--- config.mk ---
export PLATFORM = sky130hd
export DESIGN_NAME = adp_mul
export DESIGN_NICKNAME = d
export VERILOG_FILES = /design/src/adp_pkg.sv /design/src/adp_mul.sv
export SDC_FILE = /design/constraint.sdc
export NUM_CORES = 1
export LEC_CHECK = 0
export BUFFER_PORTS_ARGS = -buffer_cell sky130_fd_sc_hd__buf_4
export CAP_MARGIN = 20
export CORE_MARGIN = 1.5
export CORE_UTILIZATION = 30
export CTS_CLUSTER_DIAMETER = 30
export CTS_CLUSTER_SIZE = 12
export DETAILED_ROUTE_END_ITERATION = 10
export SYNTH_ARGS = -nofsm -noshare
export SYNTH_HDL_FRONTEND = slang
export SYNTH_SLANG_ARGS = --single-unit
--- constraint.sdc ---
create_clock -name clk -period 15.32 [get_ports clk]
set_input_delay 2.298 -clock clk [delete_from_list [all_inputs] [get_ports clk]]
set_output_delay 2.298 -clock clk [all_outputs]
set_load 0.01 [all_outputs]
--- src/adp_pkg.sv ---
// shared types, constants and codes for the allpass interpolated delay line
package adp_pkg;

    localparam int DEPTH      = 4096;
    localparam int ADDR_W     = $clog2(DEPTH);
    localparam int SAMPLE_W   = 24;
    localparam int LAG_W      = 12;
    localparam int COEFF_W    = 17;
    localparam int GAIN_W     = 16;
    localparam int OP_W       = 2;
    localparam int CFG_W      = 17;
    localparam int CFG_IDX_W  = 2;
    localparam int GAIN_FRAC  = 12;
    localparam int COEFF_FRAC = 16;

    localparam int MUL_A_W = SAMPLE_W + 1;
    localparam int MUL_B_W = COEFF_W;
    localparam int PROD_W  = MUL_A_W + MUL_B_W;

    localparam logic [OP_W-1:0] OP_SAMPLE    = 2'd0;
    localparam logic [OP_W-1:0] OP_TAP_READ  = 2'd1;
    localparam logic [OP_W-1:0] OP_TAP_WRITE = 2'd2;

    localparam logic [CFG_IDX_W-1:0] CFG_READ_LAG      = 2'd0;
    localparam logic [CFG_IDX_W-1:0] CFG_ALLPASS_COEFF = 2'd1;
    localparam logic [CFG_IDX_W-1:0] CFG_INPUT_GAIN    = 2'd2;

    localparam logic signed [GAIN_W-1:0] GAIN_RESET = 16'sd4096;

    typedef struct packed {
        logic [OP_W-1:0]            op;
        logic signed [SAMPLE_W-1:0] in_sample;
        logic [LAG_W-1:0]           tap_age;
    } req_t;

    typedef struct packed {
        logic signed [SAMPLE_W-1:0] out_sample;
        logic signed [SAMPLE_W-1:0] tap_value;
    } rsp_t;

    typedef struct packed {
        logic [LAG_W-1:0]          read_lag;
        logic signed [COEFF_W-1:0] allpass_coeff;
        logic signed [GAIN_W-1:0]  input_gain;
    } cfg_t;

    typedef struct packed {
        logic                      en;
        logic signed [MUL_A_W-1:0] a;
        logic signed [MUL_B_W-1:0] b;
    } mul_req_t;

    typedef enum logic [3:0] {
        ST_CLEAR,
        ST_IDLE,
        ST_GAIN,
        ST_STORE,
        ST_READ,
        ST_COEFF,
        ST_FINISH,
        ST_TAP_RD,
        ST_TAP_CAP,
        ST_TAP_WR,
        ST_DONE
    } state_t;

endpackage

--- src/adp_mul.sv ---
// shared signed multiplier with product register
module adp_mul (
    input  logic                              clk,
    input  adp_pkg::mul_req_t                 req,
    output logic signed [adp_pkg::PROD_W-1:0] prod
);
    import adp_pkg::*;

    logic signed [PROD_W-1:0] prod_reg;
    logic signed [PROD_W-1:0] prod_next;

    always_comb
    begin
        prod_next = prod_reg;
        if (req.en)
        begin
            prod_next = req.a * req.b;
        end
    end

    always_ff @(posedge clk)
    begin
        prod_reg <= prod_next;
    end

    assign prod = prod_reg;

endmodule

== Word level (Yosys, flattened, before mapping) ==
Cells that the tools add are included.

* Register bits after elaboration: 42
* Latch bits: 0
* Memory bits (writable): 0
* Bits in read-only memories: 0
* Input port bits: 44
* Output and inout port bits: 42
* Memories kept: 0

* Add/sub/neg operators: 0
* Multiply operators: 1
* Divide/modulo/power cells: 0
* Order comparisons: 0
* Eq/ne operators: 0
* Shifts and indexed selects: 0
* Muxes and demuxes: 0
* Bitwise gates (word level): 0
* Reduce and logical (&&, ||, !) cells: 0

{| class="wikitable"
|+ Operator list
! kind !! count
|-
| $mul 25x17->42 || 1
|}

== Depth between registers and ports, before layout ==
Gate-level depths: netlist of the first run.

* Depth after elaboration: 1
* Depth in mapped cells: 24

== Worst setup path after synthesis of the first run ==
OpenSTA, ideal clock, no wires.

* Path type: input -> register
* From: input port req[4] (netlist name)
* To: register prod_reg[40], in the netlist prod[40], data pin
* Data arrival time: 8.218 ns
* Slack: 6.945 ns
* Stages: 21
* Path through: clkbuf_1 > nand2_1 > fa_1 > inv_1 > fa_1 > fa_1 > fa_1 > fa_1 > inv_1 > fa_1 > inv_1 > ha_1 > a211o_1 > a311o_1 > a221oi_2 > o22ai_1 > nor3_2 > a31oi_1 > o41ai_4 > or4b_1 > o211ai_1

* Word-level cells in the longest chain between the ends: 1

{| class="wikitable"
|+ Ends and longest elaborated chain
! element !! line !! source
|-
| start: declaration || adp_mul.sv:4 || <nowiki>input adp_pkg::mul_req_t req,</nowiki>
|-
| $mul 25x17->42 || adp_mul.sv:17 || <nowiki>prod_next = req.a * req.b;</nowiki>
|-
| end signal: assignment || adp_mul.sv:23 || <nowiki>prod_reg <= prod_next;</nowiki>
|-
| end: declaration || adp_mul.sv:9 || <nowiki>logic signed [PROD_W-1:0] prod_reg;</nowiki>
|}

No other way between the ends.
A chain may end at the register's enable or synchronous reset.

== Worst setup path in the final report of the first run ==
* From: input port req[16] (netlist name)
* To: register prod_reg[40], in the netlist prod[40], data pin

The elaborated chain is that of the path after synthesis.

==> results of run 1 <==
metrics by stage:
stage                     hold slack, ns  worst slack [ns]  cells  area, um^2
after floorplan                     2.41              6.94   1706       16300
after global placement              2.71              6.09   2426       17600
after detailed placement            2.70              5.93   2426       17600
after CTS                           2.48              6.24   2434       17700
after global routing                2.50              5.87   2434       17700
final                               2.50              6.20   2434       17700
cells in the mapped netlist (all sizes together) (2+ instances only):
master and number:
fa 416, or4 2, nor2b 4, and2 188, nor2 34, o21bai 11
nand2 237, clkbuf 60, a221oi 3, a211oi 5, edfxtp 42, nor4 2
ha 101, xnor2 31, a21oi 22, o21a 4, nand2b 12, inv 446
o21ai 12, and4 5, o2111ai 2, xor2 10, a311oi 2, and3 4
a21o 16, nand3 3, a31oi 4, or2 2, a211o 2, nor3 3
nand4 5, o211ai 2
cell type report:
type / count / area share
clock buffers: 5 / 0.00705
well taps: 696 / 0.0491
repair buffers: 85 / 0.0360
clock inverters: 3 / 0.00275
inverters: 447 / 0.0946
multi-input cells: 1156 / 0.739
flip-flops and latches: 42 / 0.0711
cell families after synthesis:
group                    share of synthesized area
flip-flops                                  0.0774
buffers and inverters                        0.117
XOR/XNOR                                    0.0221
AO/OA/AOI/OAI                               0.0414
AND/OR/NAND/NOR                              0.152
adder cells (fa/ha/maj)                      0.589
multiplexers                              0.000691
how the worst max path moves through the flow:
stage,startpoint,endpoint,slack [ns],cells past startpoint
CTS,req[16],prod[40],6.24,21
global route,req[16],prod[40],5.87,21
finish,req[16],prod[40],6.20,21
global placement,req[16],prod[40],6.09,21
detailed placement,req[16],prod[40],5.93,21
floorplan,req[4],prod[40],6.94,21
metal layers:
metal  up-vias  share of wire  GRT usage
met1      5869           0.41      0.188
met2       298           0.52      0.282
li1       5004              -          -
met5         -              0          0
met3        65          0.045     0.0181
met4         0          0.021     0.0334
==> impl_metrics.toml, run 1 <==
[outcome]
status = "completed"

[cts]
cts_max_level = 2
post-cts-setup-buffer-count = 0
cts-resized-gates = 0
path_clk_slew_ns = 0.07
cts_buffers = 5
cts_buffer_depth = 2
cts_sinks = 42
cts_root_buf = "clkbuf_16"
hold_buffers = 0
cts_tree = "built"

[synth]
syn_nets = 2267
ys_seq_area_frac = 0.0774
synth_top_area_frac = 0.511
ys_ff_latch = 42
ys.flop_type = "edfxtp_1"
yosysUniqueCellTypes = 49
synthArstFlopShare = 0
yosys-top-cells-area = "fa_1 (51%), inv_1 (10%), ha_1 (7.8%)"
yosysWarnings = 0
synth-edff-count = 42
syn_area_per_cell_um2 = 9.55
syn-cell-area_um2 = 16300
netlist_instances = 1706
yosys.area.top_type = "fa_1"

[sta]
rsz0062_at_grt = "false"
maxSlewViolCount = 0
tightest_slew_ns = 0.806
slew_headroom = 0.461
min_period_ns = 9.12
period_share = 0.595
setup_violations = 0
fmax_mhz = 110
hold_violations = 0
finalSetupTns_ns = 0

[setup_path]
crit_chain = "buf_4, clkinv_1, nor2_1, fa_1, fa_1, fa_1, fa_1, fa_1, inv_1, fa_1, inv_1, ha_1, a211o_1, a311o_1, a221oi_2, o22ai_1, nor3_2, a31oi_1, o41ai_4, or4b_1, o211ai_1"
cp-end-kind = "flip-flop"
crit_arrival_ns = 9.27
cp.required_ns = 15.47
critPathMaxStageDelay_ns = 0.53
slowest_stage = "clkinv_1"
path_delay_family = "adder cells"
critical_path_buf_inv_count = 4
startpoint_type = "input pin"
crit_type = "input pin to flip-flop"
path_max_fanout = 17
critPathMostFrequentCell = "fa_1"

[die]
dieHeight_um = 236
rows = 85
die_area_um2 = 55700
core_um2 = 53700
start_util = 0.303
die_w_um = 236
boundaryPins = 86

[grt]
track_usage = 0.152
grt_start_max_net_pins = 43
grt_pass1_vias = 12900
grt_first_pass_wirelength_mm = 67.2
gr-total-overflow = 0
antenna_found_initial = 0

[detailed_routing]
wl_per_cell_um = 16.2
initialDrtViolationCount = 490
drt-pass1-iter-count = 5
wl_mm = 39.4
vias_per_cell = 4.62
drcViolationCount = 0
ant_nets = 0
num_vias = 11200

[min_path]
hold_start = "req[17]"
hold_class = "input pin to flip-flop"
min_path_cells = 2
min_to = "prod[0]"

[cells_and_area]
multiInputGateArea_um2 = 13100
fill_cells = 5481
syn_to_final_growth_pct = 8.93
utilization = 0.330
seq_area_um2 = 1260
finalNetCount = 2298
largest_reg_flops = 42
diodes = 0
drive_gt1_frac = 0.0581
final_cell_mix = "inv_1 (446), fa_1 (416), nand2_1 (237)"
layout_commonest_cell = "inv_1"

[run]
max_cap_violations = 0

[place]
port_buffers = 85
place_hpwl_mm = 32.8
routabilityCongestion = 0.822
Power of run 1 is not shown: default switching activity piles up to over one toggle a cycle in this logic, so the estimate is an artifact.
==> run 2: changes to the inputs <==
Clock period 15.32 ns to 7.38 ns, I/O delays scaled along.
==> run 2 against run 1 <==
Effect of this change: sequential cell count stayed put; critical path type unchanged; setup slack worse by 6.0 ns; highest routed layer unchanged; first-iteration DRC count grew 14%; via count rose by 4.2%; core utilization grew 1.9 points; worst hold slack got worse by 1.2 ns; largest cell class unchanged.
==> impl_metrics.toml, run 2 (synthesis results as in run 1) <==
[setup_path]
path_max_fanout = 8
startpoint_type = "input pin"
cp-end-kind = "flip-flop"
cp.required_ns = 7.53
crit_arrival_ns = 7.30
crit_type = "input pin to flip-flop"

[cells_and_area]
final_cell_mix = "inv_1 (445), fa_1 (415), nand2_1 (237)"
finalNetCount = 2423
fill_cells = 5496
syn_to_final_growth_pct = 15.2
layout_commonest_cell = "inv_1"
drive_gt1_frac = 0.126
utilization = 0.349
fin_area_um2 = 18800
largest_reg_flops = 42

[cts]
cts-resized-gates = 0
cts_sinks = 42
path_clk_slew_ns = 0.07
cts_buffers = 5
cts_buffer_depth = 2
cts_tree = "built"
hold_buffers = 0
cts_root_buf = "clkbuf_16"
post-cts-setup-buffer-count = 0
cts_max_level = 2

[detailed_routing]
drcViolationCount = 0
num_vias = 11700
wl_per_cell_um = 15.9
wl_mm = 40.8
drt-pass1-iter-count = 5
vias_per_cell = 4.57
ant_nets = 0
initialDrtViolationCount = 560

[die]
dieHeight_um = 236
rows = 85
start_util = 0.303
core_um2 = 53700
die_w_um = 236
die_area_um2 = 55700
boundaryPins = 86

[sta]
min_period_ns = 7.15
setup_violations = 0
hold_ws_ns = 1.29
period_share = 0.968
hold_violations = 0
rsz0062_at_grt = "true"
finalSetupTns_ns = 0
tightest_slew_ns = 0.680
maxSlewViolCount = 0
fmax_mhz = 140
slew_headroom = 0.547

[place]
port_buffers = 85
place_hpwl_mm = 35.9
dpl_cell_area_um2 = 18500
routabilityCongestion = 0.882

[outcome]
status = "completed"

[grt]
grt_start_max_net_pins = 43
grt_pass1_vias = 13700
gr-total-overflow = 0
antenna_found_initial = 1
grt_first_pass_wirelength_mm = 69.8
track_usage = 0.158

[min_path]
hold_class = "input pin to flip-flop"
min_to = "prod[0]"
min_path_cells = 2
hold_start = "req[17]"

[run]
max_cap_violations = 0
## run 2: how the worst max path moves through the flow
| stage | start | to | cells after the start |
|---|---|---|---|
| 2_1_floorplan | req[4] | prod[40] | 21 |
| 3_3_place_gp | req[11] | prod[40] | 21 |
| 3_5_place_dp | req[11] | prod[40] | 21 |
| 4_1_cts | req[11] | prod[40] | 21 |
| 5_1_grt | req[2] | prod[40] | 23 |
| 6_report | req[5] | prod[40] | 22 |
## run 2: stage by stage
| stage | worst slack, ns | instances |
|---|---|---|
| finish | 0.234 | 2561 |
| global route | -0.0256 | 2560 |
| CTS | 0.0723 | 2559 |
| detailed placement | -0.244 | 2551 |
| global placement | -0.152 | 2551 |
| floorplan | 0.196 | 1706 |
## run 2: area by class of cell
type | count | area, um^2 | share of cell area
Multi-Input combinational cell | 1156 | 13200 | 0.702
Inverter | 447 | 1680 | 0.0896
Timing Repair Buffer | 210 | 1610 | 0.0855
Sequential cell | 42 | 1260 | 0.0672
Tap cell | 696 | 871 | 0.0464
Clock buffer | 5 | 125 | 0.00667
Clock inverter | 3 | 48.8 | 0.00260
Antenna cell | 2 | 5.00 | 0.000267
## run 2: per-layer routing
layer | global-route usage | vias up | wire [um]
met5 | 0 | - | 0
met4 | 0.0387 | 0 | 984
met3 | 0.0217 | 53 | 1630
met2 | 0.299 | 239 | 22100
met1 | 0.188 | 6147 | 16000
li1 | - | 5269 | -
## run 2: worst max-delay path, cell delays in order
cell and delay [ns]:
buf_4 0.17, buf_4 0.15, nand2_1 0.07, fa_1 0.54
inv_1 0.05, fa_1 0.46, fa_1 0.51, fa_1 0.52
fa_1 0.49, inv_1 0.05, fa_1 0.47, inv_1 0.04
ha_1 0.28, a211o_1 0.27, a311o_1 0.34, a221oi_2 0.32
o22ai_2 0.15, nor3_4 0.37, a31oi_4 0.15, o41ai_4 0.24
or4b_1 0.46, o211ai_1 0.10
Power of run 2 is left out for the same reason.
