$ cat src/adp_pkg.sv
// shared types, constants and codes for the allpass interpolated delay line
package adp_pkg;

    localparam int DEPTH      = 4096;
    localparam int ADDR_W     = $clog2(DEPTH);
    localparam int SAMPLE_W   = 24;
    localparam int LAG_W      = 12;
    localparam int COEFF_W    = 17;
    localparam int GAIN_W     = 16;
    localparam int OP_W       = 2;
    localparam int CFG_W      = 17;
    localparam int CFG_IDX_W  = 2;
    localparam int GAIN_FRAC  = 12;
    localparam int COEFF_FRAC = 16;

    localparam int MUL_A_W = SAMPLE_W + 1;
    localparam int MUL_B_W = COEFF_W;
    localparam int PROD_W  = MUL_A_W + MUL_B_W;

    localparam logic [OP_W-1:0] OP_SAMPLE    = 2'd0;
    localparam logic [OP_W-1:0] OP_TAP_READ  = 2'd1;
    localparam logic [OP_W-1:0] OP_TAP_WRITE = 2'd2;

    localparam logic [CFG_IDX_W-1:0] CFG_READ_LAG      = 2'd0;
    localparam logic [CFG_IDX_W-1:0] CFG_ALLPASS_COEFF = 2'd1;
    localparam logic [CFG_IDX_W-1:0] CFG_INPUT_GAIN    = 2'd2;

    localparam logic signed [GAIN_W-1:0] GAIN_RESET = 16'sd4096;

    typedef struct packed {
        logic [OP_W-1:0]            op;
        logic signed [SAMPLE_W-1:0] in_sample;
        logic [LAG_W-1:0]           tap_age;
    } req_t;

    typedef struct packed {
        logic signed [SAMPLE_W-1:0] out_sample;
        logic signed [SAMPLE_W-1:0] tap_value;
    } rsp_t;

    typedef struct packed {
        logic [LAG_W-1:0]          read_lag;
        logic signed [COEFF_W-1:0] allpass_coeff;
        logic signed [GAIN_W-1:0]  input_gain;
    } cfg_t;

    typedef struct packed {
        logic                      en;
        logic signed [MUL_A_W-1:0] a;
        logic signed [MUL_B_W-1:0] b;
    } mul_req_t;

    typedef enum logic [3:0] {
        ST_CLEAR,
        ST_IDLE,
        ST_GAIN,
        ST_STORE,
        ST_READ,
        ST_COEFF,
        ST_FINISH,
        ST_TAP_RD,
        ST_TAP_CAP,
        ST_TAP_WR,
        ST_DONE
    } state_t;

endpackage

$ cat src/adp_seq.sv
// sequencer and datapath: clearing pass, gain, store access, allpass step
module adp_seq (
    input  logic                              clk,
    input  logic                              rst_n,
    input  logic                              req_valid,
    output logic                              req_stall,
    input  adp_pkg::req_t                     req_word,
    input  adp_pkg::cfg_t                     cfg,
    input  logic                              rsp_free,
    output logic                              rsp_load,
    output adp_pkg::rsp_t                     res,
    output adp_pkg::mul_req_t                 mul_req,
    input  logic signed [adp_pkg::PROD_W-1:0] prod,
    output logic                              ram_we,
    output logic [adp_pkg::ADDR_W-1:0]        ram_waddr,
    output logic [adp_pkg::SAMPLE_W-1:0]      ram_wdata,
    output logic [adp_pkg::ADDR_W-1:0]        ram_raddr,
    input  logic [adp_pkg::SAMPLE_W-1:0]      ram_rdata
);
    import adp_pkg::*;

    localparam int GSH_W = PROD_W - GAIN_FRAC;
    localparam int CSH_W = PROD_W - COEFF_FRAC;
    localparam int SUM_W = CSH_W + 1;
    localparam logic signed [PROD_W-1:0] GAIN_HALF  = PROD_W'(1) <<< (GAIN_FRAC - 1);
    localparam logic signed [PROD_W-1:0] COEFF_HALF = PROD_W'(1) <<< (COEFF_FRAC - 1);
    localparam logic signed [SAMPLE_W-1:0] SMAX = {1'b0, {(SAMPLE_W-1){1'b1}}};
    localparam logic signed [SAMPLE_W-1:0] SMIN = {1'b1, {(SAMPLE_W-1){1'b0}}};

    function automatic logic signed [SAMPLE_W-1:0] sat_g(input logic signed [GSH_W-1:0] v);
        logic signed [SAMPLE_W-1:0] r;
        if (v > GSH_W'(SMAX))
        begin
            r = SMAX;
        end
        else if (v < GSH_W'(SMIN))
        begin
            r = SMIN;
        end
        else
        begin
            r = v[SAMPLE_W-1:0];
        end
        return r;
    endfunction

    function automatic logic signed [SAMPLE_W-1:0] sat_s(input logic signed [SUM_W-1:0] v);
        logic signed [SAMPLE_W-1:0] r;
        if (v > SUM_W'(SMAX))
        begin
            r = SMAX;
        end
        else if (v < SUM_W'(SMIN))
        begin
            r = SMIN;
        end
        else
        begin
            r = v[SAMPLE_W-1:0];
        end
        return r;
    endfunction

    state_t                     state_reg, state_next;
    req_t                       req_reg, req_next;
    rsp_t                       res_reg, res_next;
    logic [ADDR_W-1:0]          wp_reg, wp_next;
    logic [ADDR_W-1:0]          clr_reg, clr_next;
    logic signed [SAMPLE_W-1:0] prev_out_reg, prev_out_next;
    logic signed [SAMPLE_W-1:0] prev_read_reg, prev_read_next;
    logic signed [SAMPLE_W-1:0] r_reg, r_next;

    logic signed [PROD_W-1:0]   gain_rnd;
    logic signed [PROD_W-1:0]   coeff_rnd;
    logic signed [SUM_W-1:0]    sum;
    logic signed [SAMPLE_W-1:0] y;
    logic signed [SAMPLE_W-1:0] rd_s;
    logic [ADDR_W-1:0]          lag_addr;
    logic [ADDR_W-1:0]          tap_addr;

    assign rd_s      = $signed(ram_rdata);
    assign gain_rnd  = prod + GAIN_HALF;
    assign coeff_rnd = prod + COEFF_HALF;
    assign sum       = SUM_W'($signed(coeff_rnd[PROD_W-1:COEFF_FRAC])) + SUM_W'(prev_read_reg);
    assign y         = sat_s(sum);
    assign lag_addr  = wp_reg - ADDR_W'(cfg.read_lag);
    assign tap_addr  = wp_reg - ADDR_W'(1) - ADDR_W'(req_reg.tap_age);

    // next state
    always_comb
    begin
        state_next = state_reg;
        unique case (state_reg)
            ST_CLEAR:
            begin
                if (clr_reg == ADDR_W'(DEPTH - 1))
                begin
                    state_next = ST_IDLE;
                end
            end
            ST_IDLE:
            begin
                if (req_valid)
                begin
                    unique case (req_word.op)
                        OP_SAMPLE:    state_next = ST_GAIN;
                        OP_TAP_READ:  state_next = ST_TAP_RD;
                        OP_TAP_WRITE: state_next = ST_TAP_WR;
                        default:      state_next = ST_DONE;
                    endcase
                end
            end
            ST_GAIN:    state_next = ST_STORE;
            ST_STORE:   state_next = ST_READ;
            ST_READ:    state_next = ST_COEFF;
            ST_COEFF:   state_next = ST_FINISH;
            ST_FINISH:  state_next = ST_DONE;
            ST_TAP_RD:  state_next = ST_TAP_CAP;
            ST_TAP_CAP: state_next = ST_DONE;
            ST_TAP_WR:  state_next = ST_DONE;
            ST_DONE:
            begin
                if (rsp_free)
                begin
                    state_next = ST_IDLE;
                end
            end
            default:    state_next = ST_IDLE;
        endcase
    end

    // outputs and datapath
    always_comb
    begin
        req_next       = req_reg;
        res_next       = res_reg;
        wp_next        = wp_reg;
        clr_next       = clr_reg;
        prev_out_next  = prev_out_reg;
        prev_read_next = prev_read_reg;
        r_next         = r_reg;
        req_stall      = 1'b1;
        rsp_load       = 1'b0;
        mul_req        = '0;
        ram_we         = 1'b0;
        ram_waddr      = wp_reg;
        ram_wdata      = '0;
        ram_raddr      = lag_addr;
        unique case (state_reg)
            ST_CLEAR:
            begin
                ram_we    = 1'b1;
                ram_waddr = clr_reg;
                clr_next  = clr_reg + ADDR_W'(1);
            end
            ST_IDLE:
            begin
                req_stall = 1'b0;
                if (req_valid)
                begin
                    req_next = req_word;
                    res_next = '0;
                end
            end
            ST_GAIN:
            begin
                mul_req.en = 1'b1;
                mul_req.a  = MUL_A_W'(req_reg.in_sample);
                mul_req.b  = MUL_B_W'(cfg.input_gain);
            end
            ST_STORE:
            begin
                ram_we    = 1'b1;
                ram_wdata = sat_g($signed(gain_rnd[PROD_W-1:GAIN_FRAC]));
            end
            ST_READ:
            begin
                ram_raddr = lag_addr;
            end
            ST_COEFF:
            begin
                mul_req.en = 1'b1;
                mul_req.a  = MUL_A_W'(rd_s) - MUL_A_W'(prev_out_reg);
                mul_req.b  = cfg.allpass_coeff;
                r_next     = rd_s;
            end
            ST_FINISH:
            begin
                res_next.out_sample = y;
                prev_out_next       = y;
                prev_read_next      = r_reg;
                wp_next             = wp_reg + ADDR_W'(1);
            end
            ST_TAP_RD:
            begin
                ram_raddr = tap_addr;
            end
            ST_TAP_CAP:
            begin
                res_next.tap_value = rd_s;
            end
            ST_TAP_WR:
            begin
                ram_we    = 1'b1;
                ram_waddr = tap_addr;
                ram_wdata = req_reg.in_sample;
            end
            ST_DONE:
            begin
                rsp_load = rsp_free;
            end
            default:
            begin
            end
        endcase
    end

    always_ff @(posedge clk or negedge rst_n)
    begin
        if (!rst_n)
        begin
            state_reg     <= ST_CLEAR;
            wp_reg        <= '0;
            clr_reg       <= '0;
            prev_out_reg  <= '0;
            prev_read_reg <= '0;
        end
        else
        begin
            state_reg     <= state_next;
            wp_reg        <= wp_next;
            clr_reg       <= clr_next;
            prev_out_reg  <= prev_out_next;
            prev_read_reg <= prev_read_next;
        end
    end

    always_ff @(posedge clk)
    begin
        req_reg <= req_next;
        res_reg <= res_next;
        r_reg   <= r_next;
    end

    assign res = res_reg;

endmodule

$ cat config.mk
export PLATFORM = sky130hd
export DESIGN_NAME = adp_seq
export DESIGN_NICKNAME = d
export VERILOG_FILES = /design/src/adp_pkg.sv /design/src/adp_seq.sv
export SDC_FILE = /design/constraint.sdc
export NUM_CORES = 1
export LEC_CHECK = 0
export ABC_CLOCK_PERIOD_IN_PS = 5730
export BUFFER_PORTS_ARGS = -buffer_cell sky130_fd_sc_hd__buf_2
export CORE_ASPECT_RATIO = 1.25
export CORE_MARGIN = 8
export CORE_UTILIZATION = 59
export CTS_CLUSTER_SIZE = 28
export DETAILED_ROUTE_END_ITERATION = 10
export PLACE_DENSITY = 0.9
export SLEW_MARGIN = 25
export SYNTH_ARGS = -nofsm -noshare
export SYNTH_HDL_FRONTEND = slang
export SYNTH_SLANG_ARGS = --single-unit
export TNS_END_PERCENT = 20
$ cat constraint.sdc
create_clock -name clk -period 5.73 [get_ports clk]
set_clock_uncertainty 0.2 [all_clocks]
set_input_delay 0.573 -clock clk [delete_from_list [all_inputs] [get_ports clk]]
set_output_delay 0.573 -clock clk [all_outputs]
set_load 0.02 [all_outputs]
; Word level (Yosys, flattened, before mapping)
; Index checks and enable logic that the tools add are counted.
[totals]
ff_bits = 184
input_bits = 153
out_inout_bits = 142
word_cells = 68
[classes]
add_sub_neg = 9
order_cmp = 4
eq_ne = 16
muxes = 19
n_reduce_logical = 10
[op_table]
columns = cell, count
row1 = one-hot mux 24 bit (2 select lines), 3
row2 = two-way mux 24 bit, 4
row3 = one-hot mux 43 bit (2 select lines), 1
row4 = two-way mux 48 bit, 1
row5 = adder 42 x 13 -> 42 bit (second input constant), 1
row6 = adder 42 x 17 -> 42 bit (second input constant), 1
row7 = one-hot mux 4 bit (9 select lines), 1
row8 = greater-than comparator 30 x 24 -> 1 bit (second input constant), 1
row9 = < comparator 30 x 24 -> 1 bit (second input constant), 1
row10 = adder 26 x 24 -> 27 bit, 1
row11 = greater-than comparator 27 x 24 -> 1 bit (second input constant), 1
row12 = < comparator 27 x 24 -> 1 bit (second input constant), 1
row13 = subtractor 24 x 24 -> 25 bit, 1
row14 = adder 12 x 1 -> 12 bit (second input constant), 2
row15 = one-hot mux 12 bit (2 select lines), 1
row16 = subtractor 12 bit, 2
row17 = equality test 4 x 3 -> 1 bit (second input constant), 4
row18 = equality test 12 bit (second input constant), 1
row19 = equality test 4 bit (second input constant), 3
row20 = two-way mux 12 bit, 1
row21 = two-way mux 4 bit, 3
row22 = one-hot mux 4 bit (3 select lines), 1
row23 = subtractor 12 x 1 -> 12 bit (second input constant), 1
row24 = equality test 4 x 2 -> 1 bit (second input constant), 2
row25 = 11 further kinds, 19

; Depth between registers and ports, before layout
[logic_depth]
ltp_word = 6
depth_mapped = 19
mapped_depth_nobuf = 16

; Worst setup path after synthesis
; Ideal clock, no wire load.
[synth_timing]
path_kind = input -> register
startpoint = in prod[15] (netlist bit)
endpoint = reg res_reg, in the netlist res[38] (data pin)
setup_ns = 0.270
arrival_ns = 4.463
required_time_ns = 5.260
setup_slack_ns = 0.797
cell_stages = 16
path_buffers = 2
path_cell_list = ha_1 nand3_2 or4_1 buf_2 or4_4 xnor2_1 ha_1 and4_1 nor2b_1 a221o_1 and4b_1 a2111oi_0 o311a_1 o311ai_2 buf_2 o21ai_0
[synth_between]
elab_chain_cells = 6
word_cells_on_any_way = 7
cone_classes = add/sub (2) / order compare (2) / mux (3)
[synth_lines]
columns = item, line_no
row1 = start: declaration, adp_seq.sv:13  ; input logic signed [adp_pkg::PROD_W-1:0] prod,
row2 = adder 42 x 17 -> 42 bit *, adp_seq.sv:83  ; assign coeff_rnd = prod + COEFF_HALF;
row3 = adder 26 x 24 -> 27 bit *, adp_seq.sv:84  ; assign sum = SUM_W'($signed(coeff_rnd[PROD_W-1:COEFF_FRAC])) + SUM_W'(prev_read_reg);
row4 = < comparator 27 x 24 -> 1 bit, adp_seq.sv:53  ; else if (v < SUM_W'(SMIN))
row5 = two-way mux 24 bit, adp_seq.sv:53
row6 = two-way mux 24 bit *, adp_seq.sv:49  ; if (v > SUM_W'(SMAX))
row7 = one-hot mux 24 bit (2 select lines) *, adp_seq.sv:149  ; unique case (state_reg)
row8 = end signal: assignment, adp_seq.sv:241  ; res_reg <= res_next;
row9 = end: declaration, adp_seq.sv:66  ; rsp_t res_reg, res_next;
; Mark *: on every way between the ends. The rest lies on a longest branch, timed or not.
; A chain may end at the register's enable or synchronous reset.

; Worst setup path in the final report
; Same ends and word-level chain as after synthesis.

==> run metrics <==
clk sink count 184; row cnt 59; Top FF cell, synth edfxtp_1; flop and latch count out of synthesis approximately 180; post-synth net total 1,581; mean area per synthesized cell roughly 9.3 um^2; critical-path cell list buf_2 -> ha_1 -> nand3_2 -> or4_1 -> nor2_1 -> nand3_1 -> xnor2_1 -> ha_1 -> nand4_1 -> nor2b_1 -> a221o_1 -> and4b_1 -> a2111oi_0 -> o311a_1 -> a31o_2 -> o311ai_0 -> o21ai_0; worst min-delay path class input pin to async pin; metal3 WL 3.30 mm; fraction of registers with async set/reset 41.3%; Top Metal Used met5; Setup crit end kind flip-flop; cell area after synthesis 12,400 um^2; crit path kind input pin to flip-flop; post-layout instance area 14,700 um^2; Fill cells between 1,500 and 2,000; CP arrival 5.39 ns; setup ws final 0.410 ns; via count 11,600; final-report max-slew violation count 0; total core area 20,700 um^2; Hold WS 0.0600 ns; DR WL met2 20.3 mm; unrepaired setup endpoints after global routing false; max reg flops 48; cell mode on critical path ha_1; Fmax approximately 190 MHz; drt pass-1 iters 5; CTS tree built; antenna-violating nets left 0; root buffer cell clkbuf_16; share of cells above drive strength 1 23.0%; Die Area 26,000 um^2; Met1 Routed Length 13.7 mm; I/O Buffers between 200 and 300; post-cts sizing count 0; Die W 146 um; Max FO, Critical Path 11; minimum clock period 5.32 ns; Leakage roughly 7.1 nW; PwrDens 443 nW/um^2; DIE HEIGHT roughly 180 um; Placed Area 14,100 um^2; Longest Clk Path Bufs 2; initial antenna violation count 3; area occupied by multi-input gates 6810 um^2; max_cap viols 0; first-pass GRT wire length 62.0 mm; Initial Util around 60%; DP Cell Count 1,858; H-tree levels 4; Critical Path Source Type input pin; total power around 6.5 mW; yosys warns 0; CP required 5.80 ns; slew margin rel. 45.1%; Seq. cell area roughly 5100 um^2; Starting DRT DRC Count 1,013; setup TNS 0 ns; via density per instance 6.15; endpoints failing setup 0; CP max-delay cell or4_1; hold_buf cts 0; clock-pin transition on the worst setup and hold timing paths 0.08 ns; largest net degree at the start of global routing 77; Final Core Density 70.9%; EDFF count, synth 108; gpl congestion 0.958; GRT overflow 0; nets@finish approximately 1,800; Remaining DRCs 0; area grow syn2layout 18.3%; vias in the first global route 11,800; Worst-Margin Slew 0.821 ns; DR WL/cell 21.5 um; clk_lat worst skew 0.44 ns; peak per-stage delay on the critical path 0.67 ns; Post-DP HPWL 30.9 mm; IO Pins 295; Post-Route WL around 40 mm; Max IR drop VDD roughly 0.28 mV; Mapped Cells 1,341; Place WS 0.188 ns; Final Hold Viols 0; status finished, final reports clean; total CTS buffers 17; Tot GR Track Use 30.7%; post-route insts no fill 1,892; Seq/Total Area, Yosys between 40% and 50%; Post CTS Setup Buffer Count 0; Netlist cell types 70; Period Utilization, post-route 92.8%
## layout by cell type (no fill, tap or decap), types with 21 or more instances in the layout
| cell | Yosys | routed |
|---|---|---|
| inv_1 | 73 | 73 |
| dfrtp_1 | 76 | 76 |
| edfxtp_1 | 108 | 108 |
| nand3_1 | 43 | 43 |
| xor2_1 | 58 | 58 |
| nor2_1 | 81 | 79 |
| xnor2_1 | 73 | 73 |
| a21o_1 | 34 | 34 |
| a21oi_1 | 68 | 68 |
| a211o_1 | 21 | 21 |
| buf_2 | 7 | 283 |
| o21ai_0 | 92 | 92 |
| and2_1 | 27 | 27 |
| ha_1 | 83 | 83 |
| nand2_1 | 203 | 200 |
## cells in the mapped netlist (11+ instances only)
library cell	instances	area [um^2]
nor3_1	17	85.1
a22o_1	20	175
o211ai_1	11	82.6
dfrtp_1	76	1900
nand2_1	203	762
ha_1	83	1040
clkbuf_1	42	158
edfxtp_1	108	3240
o21ai_0	92	460
xnor2_1	73	639
a21oi_1	68	340
nand4_1	18	113
nor2_1	81	304
xor2_1	58	508
nor2b_1	17	106
and2_1	27	169
inv_1	73	274
nand3_1	43	215
a211o_1	21	184
a21o_1	34	255
## logic make-up (layout without fill, tap and decap cells)
family,count (synthesis),count (layout),share of synthesized area [%]
other cells,0,2,0
simple gates,469,469,17.8
fa+ha+maj,87,87,8.99
flops,184,184,41.4
mux,7,7,0.603
compound gates,332,332,17.7
xor+xnor,132,132,9.35
buf+inv,130,405,4.19
## final cells by class
cell class	count	area share, %
diodes	2	0.0340
clock buffers	18	2.92
clock inverters	14	1.11
inverters	74	1.89
multi-input cells	1027	46.3
flip-flops and latches	184	35.0
well taps	274	2.33
repair buffers	299	10.5
## per-layer routing
metal	up-vias	global-route usage [%]
met1	5502	31.0
met4	4	22.4
met3	175	8.50
li1	5308	-
met5	-	0
met2	645	54.3
## worst paths after layout
kind	end	depth (start not counted)	startpoint	slack [ns]
hold reg to reg	prev_read_reg[0]	2	r_reg[0]	0.25
setup reg to reg	res[38]	11	prev_read_reg[0]	1.43
max in group asynchronous	state_reg[0]	2	rst_n	4.75
setup / recovery	res[38]	17	prod[15]	0.41
hold / removal	prev_out_reg[17]	2	rst_n	0.06
min in group clk	req_reg[11]	1	req_word[11]	0.10
## critical path: cells and delay by family
family | cells | cell delay (ns)
AOI/OAI and AO/OA | 6 | 1.81
buffers and inverters | 1 | 0.14
adders and majority gates | 2 | 0.64
and+or+nand+nor | 7 | 2.06
xor gates and xnor gates | 1 | 0.16
## power breakdown
group / total (mW) / internal, mW / switching [mW]
registers: 2.12 / 1.81 / 0.308
clock network: 1.20 / 0.621 / 0.582
logic: 3.19 / 1.16 / 2.03
total: 6.51 / 3.59 / 2.92
No activity file was read; power rests on OpenSTA's default activity.
